**src/rtl/voxel_ray_traversal_3d_macros.svh**
```systemverilog
// assertion helpers for the voxel traversal block
`ifndef VOXEL_RAY_TRAVERSAL_3D_MACROS_SVH
`define VOXEL_RAY_TRAVERSAL_3D_MACROS_SVH

// property that must hold when the antecedent is true, checked every edge
`define VRT_ASSERT_IMPL(label, clk, rst_n, ante, cons, msg) \
  label: assert property (@(posedge clk) disable iff (!rst_n) (ante) |-> (cons)) \
    else $error(msg);

// property checked on the edge after the antecedent
`define VRT_ASSERT_NEXT(label, clk, rst_n, ante, cons, msg) \
  label: assert property (@(posedge clk) disable iff (!rst_n) (ante) |=> (cons)) \
    else $error(msg);

`endif

```
**src/rtl/vrt_pkg.sv**
```systemverilog
`timescale 1ns / 1ps
// ----------------------------------------------------------------------------
// vrt_pkg
// shared types and constants of the voxel ray traversal block
// ----------------------------------------------------------------------------
package vrt_pkg;

  localparam int GridBits       = 6;
  localparam int StepBits       = 12;
  localparam int StepLimitReset = 805;
  localparam int GridSizeReset  = 64;
  localparam int PosW           = 12;
  localparam int DirW           = 24;
  localparam int QW             = 32;
  localparam int CfgW           = 12;
  localparam int CfgIdxW        = 1;
  localparam int InDataW        = 152;
  localparam int OutDataW       = 48;

  localparam logic [CfgIdxW-1:0] CfgGridSize = 1'b0;
  localparam logic [CfgIdxW-1:0] CfgMaxSteps = 1'b1;

  localparam logic KindLoad  = 1'b0;
  localparam logic KindTrace = 1'b1;

  typedef enum logic [3:0] {
    StIdle,
    StClear,
    StDiv,
    StRead,
    StTest,
    StStep,
    StDone
  } vrt_state_e;

  typedef struct packed {
    logic            start;
    logic [DirW-1:0] mag;
  } vrt_div_req_t;

endpackage

```
**src/rtl/vrt_recip.sv**
```systemverilog
`timescale 1ns / 1ps
// ----------------------------------------------------------------------------
// vrt_recip
// radix-2 restoring divider computing 2^32 / mag, saturated to 32 bits
// ----------------------------------------------------------------------------
module vrt_recip (
  input  logic                  clk_i,
  input  logic                  rst_ni,
  input  vrt_pkg::vrt_div_req_t req_i,
  output logic                  busy_o,
  output logic [31:0]           quot_o
);
  import vrt_pkg::*;

  // dividend 2^32 has 33 bits, one quotient bit per cycle
  logic [DirW:0]   rem_q, rem_d;
  logic [32:0]     quo_q, quo_d;
  logic [5:0]      cnt_q, cnt_d;
  logic [DirW-1:0] mag_q, mag_d;
  logic            busy_q, busy_d;
  logic [DirW+1:0] trial;

  always_comb begin
    rem_d  = rem_q;
    quo_d  = quo_q;
    cnt_d  = cnt_q;
    mag_d  = mag_q;
    busy_d = busy_q;
    trial  = '0;
    if (req_i.start) begin
      rem_d  = '0;
      quo_d  = 33'h1_0000_0000;
      cnt_d  = 6'd33;
      mag_d  = req_i.mag;
      busy_d = 1'b1;
    end else if (busy_q) begin
      trial = {rem_q, quo_q[32]};
      quo_d = {quo_q[31:0], 1'b0};
      if (trial >= {2'b00, mag_q}) begin
        trial    = trial - {2'b00, mag_q};
        quo_d[0] = 1'b1;
      end
      rem_d = trial[DirW:0];
      cnt_d = cnt_q - 6'd1;
      if (cnt_q == 6'd1) begin
        busy_d = 1'b0;
      end
    end
  end

  always_ff @(posedge clk_i or negedge rst_ni) begin
    if (!rst_ni) begin
      busy_q <= 1'b0;
      cnt_q  <= '0;
    end else begin
      busy_q <= busy_d;
      cnt_q  <= cnt_d;
    end
  end

  always_ff @(posedge clk_i) begin
    rem_q <= rem_d;
    quo_q <= quo_d;
    mag_q <= mag_d;
  end

  assign busy_o = busy_q;
  assign quot_o = quo_q[32] ? 32'hFFFF_FFFF : quo_q[31:0];

endmodule

```
**config.mk**
```make
export PLATFORM = sky130hd
export DESIGN_NAME = vrt_recip
export DESIGN_NICKNAME = d
export VERILOG_FILES = /design/src/rtl/voxel_ray_traversal_3d_macros.svh /design/src/rtl/vrt_pkg.sv /design/src/rtl/vrt_recip.sv
export SDC_FILE = /design/constraint.sdc
export NUM_CORES = 1
export LEC_CHECK = 0
export BUFFER_PORTS_ARGS = -buffer_cell sky130_fd_sc_hd__clkbuf_2
export CORE_ASPECT_RATIO = 0.7
export CORE_MARGIN = 4
export CORE_UTILIZATION = 45
export CTS_CLUSTER_SIZE = 20
export DETAILED_ROUTE_END_ITERATION = 10
export HOLD_SLACK_MARGIN = 0.03
export PLACE_DENSITY_LB_ADDON = 0.15
export REMOVE_ABC_BUFFERS = 1
export SETUP_SLACK_MARGIN = 0.05
export SYNTH_ARGS = -nofsm -noshare
export SYNTH_HDL_FRONTEND = slang
export SYNTH_SLANG_ARGS = --single-unit
```
**constraint.sdc**
```tcl
create_clock -name clk_i -period 3.5 [get_ports clk_i]
set_input_delay 0.875 -clock clk_i [delete_from_list [all_inputs] [get_ports clk_i]]
set_output_delay 0.875 -clock clk_i [all_outputs]
set_load 0.03 [all_outputs]
```
==> reports/results.ini <==
[timing]
skew_ps = 6.82
setup_ws_ps = 316
max_slew_margin = 0.538
worst_pin_slew_ps = 689
slew_violations = 0
rsz0062_at_grt = false
setup_tns_ps = 0
final_hold_viol_count = 0
period_minus_slack_ps = 3180
period_share = 0.910
max_freq_mhz = 314
setup_viol = 0

[cts]
clock_path_buffers = 2
htreeDepth = 3
clock_sinks = 89
cts_root_buffer = clkbuf_16
cts_buffers = 9
cts_tree = done
clk_pin_slew_ps = 70
holdBufCountCts = 0
worstSkewPairLatency_ps = 340

[setup_path]
cp.depth = 12
critPathBufInv = 2
cp.required_ps = 3730
cp_max_fo = 24
worstSetupStartpointType = register
r2r_cells = 12
cp-end-kind = register
path_cells = inv_1 > ha_1 > inv_1 > fa_1 > a21o_1 > a221o_1 > a2bb2oi_1 > a21oi_1 > or4_4 > nand2_8 > a2111oi_0 > a211o_1
cp_common_cell = inv_1
crit_path_top_delay_cell = or4_4
max_stage_delay_ps = 560
crit_type = reg2reg
crit_arrival_ps = 3420
cpLargestDelayFamily = compound AO/OA/AOI/OAI gates

[outcome]
run_status = finished, final reports clean

[synthesis]
synth-compound-area-share = 0.156
synth_fa_ha_area_frac = 0.0699
synthCells = 535
syn-mean-instance-area_sq_um = 9.24
synth_area_leaders = dfxtp_1, edfxtp_1, ha_1
yosysWarnings = 0
synthFlopType = dfxtp_1
yosys-top-cells-count = nand2_1, nor2_1, dfxtp_1
synthesis.area_sq_mm = 0.00494
synth_xor_area_frac = 0.0408
synth_area_leader_cell = dfxtp_1
synth_top_family_by_area = simple AND/OR/NAND/NOR gates
synth_edf_count = 24
synthDominantCellAreaShare = 0.235
synth.distinct_cells = 58
ys_async_sr_fraction = 0.0787
seq_area_frac_synth = 0.416
synthMuxAreaShare = 0.0651
ys_ff_latch = 89
synthSimpleGateAreaFrac = 0.196

[die]
dieArea_sq_mm = 0.0128
ios = 60
initial_core_util = 0.468
die_h_um = 95.7
die-width_um = 133
rows = 31
core-area_sq_mm = 0.0106

[place]
post_dp_cell_area_sq_mm = 0.00532
portBuffers = 59
dp_hpwl_mm = 7.26
dp_slack_ps = 244
place.gp.congestion = 0.878

[grt]
antenna_found_initial = 0
grt_pass1_vias = 3469
grt-ovfl-total = 0
grt_start_max_net_pins = 48
track_usage = 0.167
grt_pass1_wl_mm = 17.0

[power_and_ir_drop]
power.density_mw_per_mm2 = 612
leakage_uw = 0.00262
ir_drop_v = 0.000284

[job]
cap_violations = 0

[final_layout]
diodes = 0
syn_to_final_growth_pct = 13.6
postLayoutCoreUtil = 0.532
final_area_sq_mm = 0.00561
final_nets = 633
drive_gt1_frac = 0.229

[detailed_routing]
vias = 3822
drtIter0Drc = 281
drc = 0
viasPerCell = 5.22
drt-total-wl_mm = 10.4
ant_nets = 0
drt_pass1_iterations = 4
wl_per_cell_um = 14.2

[hold_path]
hp-class = in2async

==> metrics by stage <==
stage | total power [uW] | std cells | hold slack [ps]
floorplan | 2260 | 503 | 456
global placement | 2500 | 716 | 473
detailed placement | 2520 | 716 | 483
CTS | 3450 | 732 | 358
global route | 3660 | 732 | 358
finish | 3440 | 732 | 360
==> timing repair <==
action / 4_1_cts / 5_1_grt
setup endpoints to repair: 0 / 1
setup buffers: 0 / 0
gates resized for setup: 0 / 1
==> layout by cell type, fill, tap and decap left out, types with 15 or more instances in the layout <==
cell type,n
xnor2_1,15
inv_1,32
nand2_1,62
or2_2,32
a21oi_1,26
ha_1,26
mux2i_1,31
nor2_1,62
clkbuf_2,58
dfxtp_1,58
edfxtp_1,24
==> sequential cells by signal, indices dropped and copies added, names as in the netlist <==
signal  count
quo_q      33
rem_q      25
mag_q      24
cnt_q       6
busy_o      1
==> report_power, final <==
part | internal, uW | total, uW | switching (uW) | leakage [uW]
clock network | 525 | 923 | 398 | 0.000142
logic | 514 | 1190 | 679 | 0.00169
registers | 1180 | 1320 | 138 | 0.000786
total | 2220 | 3440 | 1210 | 0.00262
==> layout make-up <==
type	count	area (sq um)
sequential	89	2060
timing repair buffer	65	343
inverter	32	120
multi-input combinational	382	2620
clock inverter	4	27.5
fill	988	4940
clock buffer	12	258
tap	148	185
==> metal layers <==
metal  part of all wire  GRT usage
met2               0.41      0.232
met5                  0          0
met4              0.015     0.0574
met1               0.53      0.251
met3              0.046     0.0406
==> kinds of logic (layout without fill, tap and decap cells) <==
| kind of cell | Yosys count | count (layout) |
|---|---|---|
| simple gates | 201 | 201 |
| mux | 32 | 32 |
| flops | 89 | 89 |
| xor+xnor | 23 | 23 |
| compound gates | 99 | 99 |
| fa+ha+maj | 27 | 27 |
| buf+inv | 64 | 113 |
==> final timing paths <==
path	from	end	slack (ps)
worst min-delay path	rst_ni	cnt_q[1]	360
min in group clk_i	rem_q[24]	rem_q[24]	490
worst min register to register	rem_q[24]	rem_q[24]	490
max in group asynchronous	rst_ni	busy_o	2940
worst max-delay path	quo_q[32]	rem_q[20]	320
worst max register to register	quo_q[32]	rem_q[20]	320
No activity file was read; power rests on OpenSTA's default activity.
