<file path="config.mk">
export PLATFORM = sky130hd
export DESIGN_NAME = vrt_ram
export DESIGN_NICKNAME = d
export VERILOG_FILES = /design/src/rtl/voxel_ray_traversal_3d_macros.svh /design/src/rtl/vrt_ram.sv
export SDC_FILE = /design/constraint.sdc
export NUM_CORES = 1
export LEC_CHECK = 0
export BUFFER_PORTS_ARGS = -buffer_cell sky130_fd_sc_hd__buf_2
export CAP_MARGIN = 10
export CELL_PAD_IN_SITES_DETAIL_PLACEMENT = 1
export CELL_PAD_IN_SITES_GLOBAL_PLACEMENT = 1
export CORE_MARGIN = 5
export CORE_UTILIZATION = 30
export DETAILED_ROUTE_END_ITERATION = 16
export PLACE_DENSITY_LB_ADDON = 0.1
export SLEW_MARGIN = 10
export SYNTH_ARGS = -nofsm -noshare
export SYNTH_HDL_FRONTEND = slang
export SYNTH_SLANG_ARGS = --single-unit
</file>
<file path="constraint.sdc">
create_clock -name clk_i -period 5.2 [get_ports clk_i]
set_clock_uncertainty 0.15 [all_clocks]
set_input_delay 0.78 -clock clk_i [delete_from_list [all_inputs] [get_ports clk_i]]
set_output_delay 0.78 -clock clk_i [all_outputs]
set_load 0.05 [all_outputs]
</file>
<file path="src/rtl/voxel_ray_traversal_3d_macros.svh">
// assertion helpers for the voxel traversal block
`ifndef VOXEL_RAY_TRAVERSAL_3D_MACROS_SVH
`define VOXEL_RAY_TRAVERSAL_3D_MACROS_SVH

// property that must hold when the antecedent is true, checked every edge
`define VRT_ASSERT_IMPL(label, clk, rst_n, ante, cons, msg) \
  label: assert property (@(posedge clk) disable iff (!rst_n) (ante) |-> (cons)) \
    else $error(msg);

// property checked on the edge after the antecedent
`define VRT_ASSERT_NEXT(label, clk, rst_n, ante, cons, msg) \
  label: assert property (@(posedge clk) disable iff (!rst_n) (ante) |=> (cons)) \
    else $error(msg);

`endif

</file>
<file path="src/rtl/vrt_ram.sv">
`timescale 1ns / 1ps
// ----------------------------------------------------------------------------
// vrt_ram
// generic synchronous ram with one write port and one read port, registered read
// ----------------------------------------------------------------------------
module vrt_ram #(
  parameter int Width = 8,
  parameter int Depth = 16
) (
  input  logic                     clk_i,
  input  logic                     we_i,
  input  logic [$clog2(Depth)-1:0] waddr_i,
  input  logic [Width-1:0]         wdata_i,
  input  logic [$clog2(Depth)-1:0] raddr_i,
  output logic [Width-1:0]         rdata_o
);

  logic [Width-1:0] mem_q [Depth];

  always_ff @(posedge clk_i) begin
    if (we_i) begin
      mem_q[waddr_i] <= wdata_i;
    end
    rdata_o <= mem_q[raddr_i];
  end

endmodule

</file>
==> out/results.txt, run 1 <==
drt wl/cell: 22.7 um
Worst R2R Start: mem_q[9][2]
worst hold path startpoint: mem_q[8][3]
final WL: 11400 um
relative slew slack: 24.9%
Initial Util: 30.8%
GPL Wtd Cong: 0.656
via count: 2353
Max Fanout on Critical Path: 25
YS warnings: 0
Unique masters post-synth: 19
period utilization: 48.3%
LEAKAGE: 1.97 nW
global route overflow: 0
nets: 286
#FFs+latches synth: 136
final core area utilization: 36.0%
CTS max path bufs: 2
Hold Path Class: register to register
IO Pins: 26
Reg2Reg Setup Slack: 3680 ps
WHS Path Cells: 3
required time of the worst setup path: 5350 ps
core box area: 16700 um2
P per Cell Area: 403 nW/um2
postcts setup bufs: 0
CTS Root Cell: clkbuf_16
GRT Total Usage: 12.2%
antenna diode count: 0
DRC Markers: 0
Peak Freq: 398 MHz
setup violators final: 0
hold-critical path endpoint: rdata_o[3]
mapped cell area: 5150 um2
Layout fillers: 1671
share of cells above drive strength 1: 26.0%
remaining antenna violation count: 0
num rows: 47
CTS clk-pin slew, worst paths: 50 ps
H-tree Lvls: 4
Crit path arrival time: 2660 ps
Worst setup EP type: register
syn_area_per_cell: 22.5 um2
Seq/Total Area, Yosys: 77.8%
vias in the first global route: 2635
Syn Nets: 247
CTS sink cnt: 136
Post-CTS Hold Fix Bufs: 0
RR Endpoint: rdata_o[2]
commonest non-fill, non-tap cell in the layout: edfxtp_1
Peak supply drop: 0.000233 V
Pins Over Slew Limit: 0
TNS Setup: 0 ps
Die Y: 141 um
largest net degree at the start of global routing: 33
Max-Cap Viols: 0
Final Hold Fails: 0
first-pass GRT wire length: 16800 um
worst reg2reg path depth: 3
RSZ-0062 raised after global routing: false
DP HPWL: 7040 um
Crit Path Category: primary input to register
initial antenna violation count: 0
clock insertion delay at the later pin of the skew report: 420 ps
status: completed
Iter 0 DRT Violations: 117
Syn Inst Count: 229
cts bufs inserted: 17
Worst Setup Start Kind: primary input
area grow syn2layout: 16.9%
input/output buffers: 25
commonest non-fill, non-tap cells in the layout: edfxtp_1 (128), buf_2 (25), mux4_2 (18)
Least-Margin Pin Slew: 1120 ps
Period minus WS final: 2510 ps
Via density: 4.70
Die W: 141 um
drt first pass iters: 4
post-CTS resize count: 0
CTS tree: done
die area: 19900 um2
==> kinds of logic (layout without fill, tap and decap cells) <==
| group | count (synthesis) | in the layout | share of synthesized area [%] |
|---|---|---|---|
| buffers and inverters | 10 | 62 | 1.68 |
| DFF | 136 | 136 | 77.8 |
| muxes | 32 | 32 | 15.0 |
| AOI/OAI and AO/OA | 16 | 16 | 2.33 |
| and+or+nand+nor | 35 | 35 | 3.18 |
==> cell usage after synthesis <==
cell type / n / share of area, %
and2_1: 1 / 0.12
nor2_1: 13 / 0.95
nor3_1: 4 / 0.39
nand2b_1: 2 / 0.24
nand2_1: 9 / 0.66
mux4_2: 18 / 7.9
nor2b_1: 1 / 0.12
edfxtp_1: 128 / 75
a22oi_1: 16 / 2.3
and2b_1: 1 / 0.15
buf_4: 1 / 0.15
dfxtp_1: 8 / 3.1
buf_6: 3 / 0.66
or3b_2: 1 / 0.17
clkdlybuf4s25_2: 3 / 0.58
mux4_1: 14 / 7.1
nand3b_1: 2 / 0.29
nand3_1: 1 / 0.097
buf_2: 3 / 0.29
==> metrics by stage <==
step	worst slack, ps	instances	total power, mW	cell area, um2	hold WS (ps)
global placement	2160	469	1.39	5500	514
CTS	2590	501	2.46	6020	536
floorplan	2780	229	1.34	5150	479
global route	2540	501	2.52	6020	566
detailed placement	2150	469	1.40	5500	523
finish	2690	501	2.43	6020	529
==> where the power goes <==
group	leakage, nW	internal, mW	switching [mW]
logic	0.496	0.0447	0.0889
clock network	0.251	0.641	0.419
registers	1.22	1.23	0.00773
total	1.97	1.91	0.515
==> worst max-delay path, stage by stage <==
cell and delay [ps]:
buf_2 640, buf_4 330, mux4_1 570, a22oi_1 230
nand2_1 90
==> worst max path at each step <==
| stage | start | end | slack [ps] | depth (start not counted) |
|---|---|---|---|---|
| final | raddr_i[0] | rdata_o[5] | 2690 | 5 |
| after global routing | raddr_i[0] | rdata_o[5] | 2540 | 5 |
| after CTS | raddr_i[0] | rdata_o[5] | 2590 | 5 |
| after detailed placement | raddr_i[0] | rdata_o[5] | 2150 | 5 |
| after global placement | raddr_i[0] | rdata_o[0] | 2160 | 5 |
| after floorplan | waddr_i[2] | mem_q[0][0] | 2780 | 2 |
==> layer usage <==
layer  vias up  track usage (%)  part of all wire (%)
li1       1052                -                     -
met1      1249             16.6                    48
met2        38             18.5                    47
met3        14             3.32                   3.2
met4         0             4.90                   1.4
met5         -                0                     0
==> registers in the layout (all words and copies together), names as in the netlist <==
signal	flops
mem_q	128
rdata_o	8
==> layout make-up <==
class | count | area [um2] | area share (%)
clock buffer | 19 | 433 | 7.19
clock inverter | 13 | 87.6 | 1.45
multi-input combinational | 83 | 1060 | 17.6
sequential | 136 | 4000 | 66.5
tap | 220 | 275 | 4.57
timing repair buffer | 30 | 163 | 2.70
(Power assumes the default switching activity.)
==> run 2: changes to the inputs <==
ABC_AREA = 1   (was unset)
clock period = 2.6 ns   (was 5.2 ns; I/O delays follow)
==> run 2 against run 1 <==
Compared with the run above:
- utilization down 0.57 points
- first-iteration DRC count up 100%
- critical path type is now register to output port
- global-route usage up 3.7 points
- final cell count up 71%
- total power up 110%
- register-to-register slack worse by 2300 ps
- sequential cell count unchanged
- clock-buffer cell count up 3
- combinational power rose to 2.7 times the previous value
- critical path depth down 4
- non-clock buffer count up 9
==> out/results.txt, run 2 <==
Max-Cap Viols: 0 (unchanged)
Worst Setup Start Kind: register (was primary input)
mapped cell area: 5770 um2 (was 5150 um2)
largest family of logic cells by synthesized area: simple AND/OR/NAND/NOR gates (was multiplexers)
P per Cell Area: 758 nW/um2 (was 403 nW/um2)
Post-synth ARST share: 0% (unchanged)
largest net degree at the start of global routing: 35 (was 33)
vias in the first global route: 3964 (was 2635)
Worst setup EP type: output port (was register)
dominant cell type by area after synthesis: edfxtp_1 (unchanged)
Synth Area in XOR/XNOR: 0% (unchanged)
most common cell in the synthesized netlist: nand2_1 (was edfxtp_1)
final WL: 16800 um (was 11400 um)
commonest non-fill, non-tap cells in the layout: nand2_1 (173), edfxtp_1 (128), inv_1 (100) (was edfxtp_1 (128), buf_2 (25), mux4_2 (18))
Least-Margin Pin Slew: 823 ps (was 1120 ps)
max reg flops: 128 (unchanged)
area grow syn2layout: 15.8% (was 16.9%)
commonest non-fill, non-tap cell in the layout: nand2_1 (was edfxtp_1)
Die W: 149 um (was 141 um)
Crit Path Category: register to output port (was primary input to register)
via count: 3806 (was 2353)
Iter 0 DRT Violations: 236 (was 117)
top_reg_cell synth: edfxtp_1 (unchanged)
portion of netlist area occupied by mux cells: 0% (was 15.0%)
post-CTS resize count: 0 (unchanged)
Compound-Gate Fraction of Synth Area: 0% (was 2.33%)
Die Y: 149 um (was 141 um)
syn_area_per_cell: 10.5 um2 (was 22.5 um2)
WL met2: 8000 um (was 5370 um)
Top Layer Used: met4 (unchanged)
Period minus WS final: 1650 ps
Pins Over Slew Limit: 0 (unchanged)
flip-flop and latch area: 4000 um2 (unchanged)
DRC Markers: 0 (unchanged)
nets: 603 (was 286)
CTS max path bufs: 2 (unchanged)
GPL Wtd Cong: 0.736 (was 0.656)
Syn Nets: 569 (was 247)
Via density: 4.45 (was 4.70)
drt wl/cell: 19.6 um (was 22.7 um)
core box area: 18800 um2 (was 16700 um2)
Max Fanout on Critical Path: 1 (was 25)
required time of the worst setup path: 2060 ps (was 5350 ps)
IO Pins: 26 (unchanged)
DP HPWL: 10800 um (was 7040 um)
met3 wire len: 319 um (was 361 um)
period utilization: 63.4%
Hold Path Class: primary input to register (was register to register)
LEAKAGE: 2.84 nW (was 1.97 nW)
clock insertion delay at the later pin of the skew report: 420 ps (about the same)
Yosys top cell area share: 66.7% (was 74.7%)
CP top delay family: flip-flops (was buffers and inverters)
setup violators final: 0 (unchanged)
num rows: 50 (was 47)
biggest regs: mem_q x128, rdata_o x8 (unchanged)
Layout fillers: 2098 (was 1671)
Post-CTS Hold Fix Bufs: 0 (unchanged)
most area-consuming cells after synthesis: edfxtp_1 (67%), nand2_1 (11%), nand3_1 (8.4%), inv_1 (6.5%), dfxtp_1 (2.8%) (was edfxtp_1 (75%), mux4_2 (7.9%), mux4_1 (7.1%), dfxtp_1 (3.1%), a22oi_1 (2.3%))
die area: 22100 um2 (was 19900 um2)
YS warnings: 0 (unchanged)
Syn Inst Count: 551 (was 229)
postcts setup bufs: 0 (unchanged)
Unique masters post-synth: 12 (was 19)
top post-synthesis cells by count: nand2_1 (173), edfxtp_1 (128), inv_1 (100) (was edfxtp_1 (128), mux4_2 (18), a22oi_1 (16))
GRT Total Usage: 15.9% (was 12.2%)
status: completed (unchanged)
Worst path slowest cell: dfxtp_1 (was buf_2)
drt first pass iters: 5 (was 4)
met1 wire length: 8200 um (was 5460 um)
RSZ-0062 raised after global routing: false (unchanged)
CTS Root Cell: clkbuf_16 (unchanged)
first-pass GRT wire length: 25600 um (was 16800 um)
CP max stage delay: 400 ps (was 640 ps)
antenna diode count: 0 (unchanged)
cts bufs inserted: 17 (unchanged)
Cell Chain, Critical Path: buf_2 (was buf_2 -> buf_4 -> mux4_1 -> a22oi_1 -> nand2_1)
Reg with most FFs: mem_q (unchanged)
Initial Util: 30.6% (was 30.8%)
TNS Setup: 0 ps (unchanged)
CP bufs+invs: 1 (was 2)
post-synthesis simple-gate area fraction: 21.0% (was 3.18%)
initial antenna violation count: 0 (unchanged)
Multi-input gate area: 1210 um2 (was 1060 um2)
total power: 5.07 mW (was 2.43 mW)
H-tree Lvls: 4 (unchanged)
Peak supply drop: 0.000479 V (was 0.000233 V)
Crit path arrival time: 1110 ps (was 2660 ps)
number of synthesized flops with an enable pin: 128 (unchanged)
Seq/Total Area, Yosys: 69.4% (was 77.8%)
#FFs+latches synth: 136 (unchanged)
input/output buffers: 25 (unchanged)
CTS clk-pin slew, worst paths: 50 ps (about the same)
Adder-Cell Fraction of Synth Area: 0% (unchanged)
relative slew slack: 44.9% (was 24.9%)
share of cells above drive strength 1: 10.3% (was 26.0%)
global route overflow: 0 (unchanged)
Peak Freq: 607 MHz
CTS sink cnt: 136 (unchanged)
Final Hold Fails: 0 (unchanged)
CTS tree: done (unchanged)
remaining antenna violation count: 0 (unchanged)
[run 2: changes by cell type in the layout (fill, tap and decap cells not counted), moves of 9 or more]
cell,change
a22oi_1,-16
buf_4,+9
inv_1,+100
mux4_1,-14
mux4_2,-18
nand2_1,+164
nand3_1,+96
[run 2: final timing paths]
| check | cells past startpoint | to | start | slack, ps |
|---|---|---|---|---|
| worst min-delay path | 3 | rdata_o[3] | raddr_i[3] | 200 |
| worst min register to register | 6 | rdata_o[7] | mem_q[15][7] | 540 |
| worst max-delay path | 1 | rdata_o[0] | rdata_o[0] | 950 |
| worst max register to register | 6 | rdata_o[1] | mem_q[9][1] | 1390 |
[run 2: logic make-up after synthesis]
| family | after synthesis |
|---|---|
| flip-flops | 136 |
| AND/OR/NAND/NOR | 289 |
| buffers and inverters | 126 |
[run 2: metrics by stage]
step	worst slack [ps]	utilization [%]	area (um2)	cells	hold slack (ps)
after CTS	918	35.5	6680	855	196
after global routing	913	35.5	6680	855	210
after detailed placement	630	32.7	6160	826	518
after floorplan	1110	-	5770	551	339
final	952	35.5	6680	855	199
after global placement	594	32.7	6160	826	516
[run 2: per-layer routing]
layer | track usage, % | vias to the layer above
met3 | 2.71 | 13
li1 | - | 1837
met5 | 0 | -
met2 | 25.6 | 50
met4 | 6.00 | 0
met1 | 21.5 | 1906
[run 2: power by group]
group          internal (mW)  switching (mW)
Clock                   1.38           0.856
Sequential              2.45          0.0210
Combinational         0.0827           0.275
Total                   3.91            1.15
[run 2: final cells by class]
cell class / instances / area share, %
Multi-Input combinational cell: 289 / 18.2
Sequential cell: 136 / 59.9
Clock inverter: 7 / 1.20
Clock buffer: 22 / 6.65
Timing Repair Buffer: 39 / 3.45
Inverter: 102 / 5.73
Tap cell: 260 / 4.87
